File: src/hdl/rqsa_pkg.sv
// ----------------------------------------------------------------------------
// Read quality statistics package
// Shared sizes, codes, threshold constants and the error probability tables.
// ----------------------------------------------------------------------------
`timescale 1ns / 1ps
`default_nettype none

package rqsa_pkg;

    localparam int MAX_LEN        = 1024;
    localparam int SYMBOL_COUNT   = 256;
    localparam int PROB_FRAC_BITS = 24;
    localparam int N_THR          = 4;

    localparam int POS_W      = $clog2(MAX_LEN + 1);
    localparam int ROW_W      = $clog2(MAX_LEN);
    localparam int SYM_W      = $clog2(SYMBOL_COUNT);
    localparam int SYM_AW     = ROW_W + SYM_W;
    localparam int LH_DEPTH   = MAX_LEN + 1;
    localparam int BANK_DEPTH = MAX_LEN / 2;
    localparam int BANK_AW    = ROW_W - 1;
    localparam int CNT_W      = 64;
    localparam int LANE_W     = CNT_W * N_THR;
    localparam int ERR_W      = 48;
    localparam int SCORE_W    = 10;
    localparam int OFS_W      = 7;
    localparam int OUT_DEPTH  = 4;
    localparam int OUT_PW     = $clog2(OUT_DEPTH);
    localparam int OUT_CW     = OUT_PW + 2;

    localparam logic [ERR_W-1:0] ERR_MAX = {ERR_W{1'b1}};
    localparam logic signed [SCORE_W-1:0] MIN_RESET = 10'sd511;
    localparam logic [OFS_W-1:0] OFFSET_RESET = 7'd33;
    localparam logic REG_ASCII_OFFSET = 1'b0;

    typedef enum logic [1:0] {
        REQ_SYMBOL = 2'd0,
        REQ_EMPTY  = 2'd1,
        REQ_TABLE  = 2'd2,
        REQ_NONE   = 2'd3
    } req_t;

    typedef enum logic [2:0] {
        SEL_LENGTH  = 3'd0,
        SEL_SYMBOL  = 3'd1,
        SEL_ERRSUM  = 3'd2,
        SEL_SCORE   = 3'd3,
        SEL_ERRPASS = 3'd4,
        SEL_CLIPPED = 3'd5
    } sel_t;

    typedef struct packed {
        logic [BANK_AW-1:0] addr;
        logic [N_THR-1:0]   inc;
    } bank_upd_t;

    localparam logic signed [SCORE_W-1:0] SCORE_THR [N_THR] = '{
        10'sd5, 10'sd10, 10'sd15, 10'sd20
    };

    localparam logic [ERR_W-1:0] ERR_ONE = ERR_W'(1) << PROB_FRAC_BITS;
    localparam logic [ERR_W-1:0] ERR_THR [N_THR] = '{
        ERR_ONE, ERR_ONE >> 1, ERR_ONE >> 2, ERR_W'((64'd1 << PROB_FRAC_BITS) + 64'd5) / 10
    };

    localparam logic [63:0] PROB_DIGITS [10] = '{
        64'd1000000000000, 64'd794328234724, 64'd630957344480, 64'd501187233627,
        64'd398107170553, 64'd316227766017, 64'd251188643151, 64'd199526231497,
        64'd158489319246, 64'd125892541179
    };

    localparam logic [63:0] POW10 [13] = '{
        64'd1, 64'd10, 64'd100, 64'd1000, 64'd10000, 64'd100000, 64'd1000000,
        64'd10000000, 64'd100000000, 64'd1000000000, 64'd10000000000,
        64'd100000000000, 64'd1000000000000
    };

    typedef logic [ERR_W-1:0] prob_pos_t [256];
    typedef logic [ERR_W-1:0] prob_neg_t [128];

    function automatic logic [CNT_W-1:0] sat_inc(input logic [CNT_W-1:0] x);
        return (&x) ? x : x + CNT_W'(1);
    endfunction

    function automatic logic [LANE_W-1:0] inc_lanes(input logic [LANE_W-1:0] w,
                                                   input logic [N_THR-1:0] m);
        logic [LANE_W-1:0] o;
        o = w;
        for (int t = 0; t < N_THR; t++) begin
            if (m[t]) begin
                o[t*CNT_W +: CNT_W] = sat_inc(w[t*CNT_W +: CNT_W]);
            end
        end
        return o;
    endfunction

    function automatic logic [127:0] udivmod(input logic [63:0] num, input logic [63:0] den);
        logic [63:0] q;
        logic [64:0] r;
        q = '0;
        r = '0;
        for (int i = 63; i >= 0; i--) begin
            r = {r[63:0], num[i]};
            if (r >= {1'b0, den}) begin
                r    = r - {1'b0, den};
                q[i] = 1'b1;
            end
        end
        return {q, r[63:0]};
    endfunction

    function automatic logic [63:0] scaled_q(input logic [63:0] num, input logic [63:0] den,
                                             input int shift, input logic [63:0] limit);
        logic [127:0] qr;
        logic [63:0]  q;
        logic [63:0]  r;
        logic         done;
        qr   = udivmod(num, den);
        q    = qr[127:64];
        r    = qr[63:0];
        done = 1'b0;
        if (q > limit) begin
            q    = limit;
            done = 1'b1;
        end
        for (int i = 0; i < 64; i++) begin
            if (!done && i < shift) begin
                q = q << 1;
                r = r << 1;
                if (r >= den) begin
                    r = r - den;
                    q = q + 64'd1;
                end
                if (q > limit) begin
                    q    = limit;
                    done = 1'b1;
                end
            end
        end
        return q;
    endfunction

    function automatic logic [ERR_W-1:0] err_prob_f(input int s);
        logic [127:0] qr;
        logic [63:0]  z;
        logic [63:0]  v;
        int           k;
        int           r;
        int           m;
        int           n;
        int           g;
        g = 62 - PROB_FRAC_BITS;
        k = 0;
        n = 0;
        if (s >= 0) begin
            r = s;
            for (int i = 0; i < 26; i++) begin
                if (r >= 10) begin
                    r = r - 10;
                    k = k + 1;
                end
            end
            z = scaled_q(PROB_DIGITS[r], POW10[12], 62, 64'd1 << 62);
            for (int i = 0; i < 26; i++) begin
                if (i < k) begin
                    qr = udivmod(z, 64'd10);
                    z  = qr[127:64];
                end
            end
            v = (z + (64'd1 << (g - 1))) >> g;
            return v[ERR_W-1:0];
        end
        m = -s;
        r = m + 9;
        for (int i = 0; i < 16; i++) begin
            if (r >= 10) begin
                r = r - 10;
                n = n + 1;
            end
        end
        if (n > 12) begin
            return ERR_MAX;
        end
        r = 10 * n - m;
        z = scaled_q(PROB_DIGITS[r], POW10[12-n], PROB_FRAC_BITS + 1, 64'd1 << 50);
        v = (z + 64'd1) >> 1;
        return (v > {16'd0, ERR_MAX}) ? ERR_MAX : v[ERR_W-1:0];
    endfunction

    function automatic prob_pos_t build_pos();
        prob_pos_t tab;
        for (int i = 0; i < 256; i++) begin
            tab[i] = err_prob_f(i);
        end
        return tab;
    endfunction

    function automatic prob_neg_t build_neg();
        prob_neg_t tab;
        for (int i = 0; i < 128; i++) begin
            tab[i] = err_prob_f(-i);
        end
        return tab;
    endfunction

endpackage

`default_nettype wire

File: src/hdl/rqsa_out_fifo.sv
// ----------------------------------------------------------------------------
// Result queue
// Small queue that holds table read results until the receiver takes them.
// ----------------------------------------------------------------------------
`timescale 1ns / 1ps
`default_nettype none

module rqsa_out_fifo
    import rqsa_pkg::*;
(
    input  wire logic              clk,
    input  wire logic              rst_n,
    input  wire logic              push,
    input  wire logic [CNT_W-1:0]  push_data,
    output logic                   m_tvalid,
    input  wire logic              m_tready,
    output logic      [CNT_W-1:0]  m_tdata,
    output logic      [OUT_CW-1:0] count
);

    logic [CNT_W-1:0]  buf_mem [OUT_DEPTH];
    logic [OUT_PW-1:0] wr_ptr_reg;
    logic [OUT_PW-1:0] rd_ptr_reg;
    logic [OUT_CW-1:0] count_reg;
    logic              pop;

    assign pop      = m_tvalid && m_tready;
    assign m_tvalid = count_reg != '0;
    assign m_tdata  = buf_mem[rd_ptr_reg];
    assign count    = count_reg;

    always_ff @(posedge clk)
    begin
        if (push)
        begin
            buf_mem[wr_ptr_reg] <= push_data;
        end
    end

    always_ff @(posedge clk or negedge rst_n)
    begin
        if (!rst_n)
        begin
            wr_ptr_reg <= '0;
            rd_ptr_reg <= '0;
            count_reg  <= '0;
        end
        else
        begin
            if (push)
            begin
                wr_ptr_reg <= wr_ptr_reg + OUT_PW'(1);
            end
            if (pop)
            begin
                rd_ptr_reg <= rd_ptr_reg + OUT_PW'(1);
            end
            count_reg <= count_reg + OUT_CW'(push) - OUT_CW'(pop);
        end
    end

endmodule

`default_nettype wire

File: config.mk
export PLATFORM = sky130hd
export DESIGN_NAME = rqsa_out_fifo
export DESIGN_NICKNAME = d
export VERILOG_FILES = /design/src/hdl/rqsa_pkg.sv /design/src/hdl/rqsa_out_fifo.sv
export SDC_FILE = /design/constraint.sdc
export NUM_CORES = 1
export LEC_CHECK = 0
export BUFFER_PORTS_ARGS = -buffer_cell sky130_fd_sc_hd__buf_2
export CAP_MARGIN = 15
export CORE_UTILIZATION = 50
export CTS_BUF_LIST = sky130_fd_sc_hd__clkbuf_2 sky130_fd_sc_hd__clkbuf_4 sky130_fd_sc_hd__clkbuf_8
export DETAILED_ROUTE_END_ITERATION = 8
export GPL_ROUTABILITY_DRIVEN = 0
export PLACE_DENSITY = 0.8
export SLEW_MARGIN = 20
export SYNTH_ARGS = -nofsm -noshare
export SYNTH_HDL_FRONTEND = slang
export SYNTH_SLANG_ARGS = --single-unit
File: constraint.sdc
create_clock -name clk -period 5.3 [get_ports clk]
set_input_delay 1.06 -clock clk [delete_from_list [all_inputs] [get_ports clk]]
set_output_delay 1.06 -clock clk [all_outputs]
set_load 0.02 [all_outputs]
==> impl_metrics.csv <==
group,metric,value,unit
status,outcome,"complete, no violations",
finish,areaGrowthSynthToFinish,17.83,%
cts,clk_pin_slew_worst_paths,0.06,ns
timing,fin_crit_sh,0.6784,
finish,insertedDiodeCount,0,
setup_path,crit_required,4.24,ns
pwr,power.density,572.7,nW/um^2
timing,finalHoldViolations,0,
grt,grt_pass1_wl,26.86,mm
floorplan,core_area,18890,um^2
synth,synth_top_area_cell,"edfxtp_1",
synth,synth_edf_count,256,
setup_path,r2r_cells,10,
floorplan,num_rows,50,
placed_design,dp.cells,761,
detailed_routing,vias,4387,
pwr,leakagePower,3.991,nW
detailed_routing,routed_wl,17.10,mm
detailed_routing,vias_per_cell,5.267,
detailed_routing,wl_per_cell,20.53,um
timing,finalWorstSetupSlack,1.705,ns
setup_path,critPathArrivalTime,2.54,ns
synth,synth_cell_type_count,19,
timing,period_needed,3.595,ns
detailed_routing,ant_nets,0,
grt,grt_pass1_vias,4926,
timing,fmax,0.2781,GHz
detailed_routing,drt-initial-drc-count,264,
placed_design,io_buffers,136,
cts,post_cts_resized,0,
pwr,ir_drop,0.4669,mV
cts,tritoncts,"built",
synth,syn_avg_cell_area,25.70,um^2
synth,ys_seq_elements,264,
cts,max-clock-path-buffers,3,
detailed_routing,drc,0,
synth,yosysWarnings,0,
finish,fin_nets,623,
cts,postCtsSetupRepairBufs,0,
synth,synthTopCellsByArea,"edfxtp_1 (79%), mux4_2 (15%), dfrtp_1 (2.1%)",
floorplan,pin_count,137,
timing,setup_violations,0,
grt,grt_max_degree,66,
finish,layout.cells.non_filler,833,
pwr,p_total,6.555,mW
finish,layout-drive-gt1-share,0.4729,
cts,postCtsHoldBufs,0,
grt,grt-ovfl-total,0,
synth,synthTopCellsByCount,"edfxtp_1 (256), mux4_2 (64), inv_1 (10)",
setup_path,path_max_fanout,34,
synth,synth_top_area_share,0.7913,
finish,final_cell_area,11450,um^2
timing,rsz0062_at_grt,"false",
floorplan,start_util,0.5142,
timing,worstMarginPinSlew,1.002,ns
grt,antenna_found_initial,0,
synth,ys.flop_type,"edfxtp_1",
cts,numCtsBuffers,42,
placed_design,dp_hpwl,9.738,mm
synth,synthesis.instances,378,
finish,multi_input_area,1694,um^2
job,max_cap_viol_count,0,
placed_design,placed_area,10650,um^2
cts,numClockSinks,264,
synth,yosysSeqAreaShare,0.8120,
synth,syn_area,9714,um^2
synth,synth_fp_nets,456,
synth,synth_async_sr_flop_share,0.03030,
timing,fin_tns_setup,0,ns
floorplan,die_area,19990,um^2
setup_path,critPathKind,"reg -> out",
setup_path,cp-end-kind,"output port",
placed_design,dp_slack,2.186,ns
timing,drv_slew,0,
finish,regArea,7895,um^2
timing,skew,0.007008,ns
timing,slew_headroom,0.3318,
detailed_routing,drt_pre_antenna_iters,5,
cts,ctsRootBufferMaster,"clkbuf_8",
floorplan,die_w,141.4,um
min_path,min_path_type,"in -> async",
grt,grt_usage,0.1808,
floorplan,fp.dieH,141.4,um
synth,synth.most_common_cell,"edfxtp_1",
setup_path,worst_setup_path_start_kind,"register",
finish,fillCellCount,1365,
cts,clk_latency,0.52,ns
finish,largest_register_ffs,256,
cts,htree_levels,2,
## layout by cell type, fill, tap and decap left out
master / n
edfxtp_1: 256
buf_2: 136
mux4_2: 64
clkbuf_8: 46
clkbuf_4: 15
inv_1: 10
ha_1: 9
clkinv_1: 8
dfrtp_1: 6
and2_4: 4
xor2_1: 3
xnor2_1: 2
clkinv_2: 2
dfrtp_4: 2
or3b_1: 1
and2_1: 1
a21o_1: 1
a21oi_1: 1
nand2_1: 1
o21ai_0: 1
nand3_1: 1
fa_1: 1
clkinvlp_4: 1
buf_12: 1
## where the power goes
group	total (mW)	switching [mW]	internal, mW
registers	3.03	0.279	2.75
logic	1.91	1.07	0.839
clock network	1.62	0.723	0.897
total	6.56	2.07	4.48
## worst max-delay path, cell delays in order, from the launching register on
cell     delay [ns]
dfrtp_4        0.88
buf_12         0.36
mux4_2         0.57
buf_2          0.18
## logic make-up after synthesis
group | after synthesis | share of synthesized area
simple gates | 8 | 0.005022
xor+xnor | 5 | 0.004509
buf+inv | 24 | 0.01468
mux | 64 | 0.1484
compound gates | 3 | 0.001802
fa+ha+maj | 10 | 0.01365
flops | 264 | 0.8120
## final cells by class
cell class | count | share of cell area
flip-flops and latches | 264 | 0.6898
inverters | 10 | 0.003279
well taps | 260 | 0.02842
clock buffers | 61 | 0.06515
clock inverters | 11 | 0.004154
repair buffers | 137 | 0.06122
multi-input cells | 90 | 0.1480
## metrics by stage
step             util  hold WS [ns]
3_3_place_gp   0.5638        0.5069
2_1_floorplan       -        0.4914
4_1_cts        0.6058        0.3484
6_report       0.6058        0.3761
3_5_place_dp   0.5638        0.5346
5_1_grt        0.6058        0.3459
## final timing paths
check                              startpoint  slack, ns       endpoint
worst max register to register       count[2]       2.87       count[2]
min in group clk                wr_ptr_reg[0]       0.54  wr_ptr_reg[0]
worst max-delay path            rd_ptr_reg[0]       1.70    m_tdata[63]
worst min register to register  wr_ptr_reg[0]       0.54  wr_ptr_reg[0]
max in group asynchronous               rst_n       4.73  rd_ptr_reg[1]
worst min-delay path                    rst_n       0.38       count[3]
## per-layer routing
| metal | global-route usage | routed length, um | vias to the layer above |
|---|---|---|---|
| li1 | - | - | 1939 |
| met1 | 0.2283 | 6825 | 2275 |
| met2 | 0.3046 | 8911 | 145 |
| met3 | 0.05062 | 1074 | 28 |
| met4 | 0.05999 | 291 | 0 |
| met5 | 0 | 0 | - |
(Power assumes the default switching activity.)
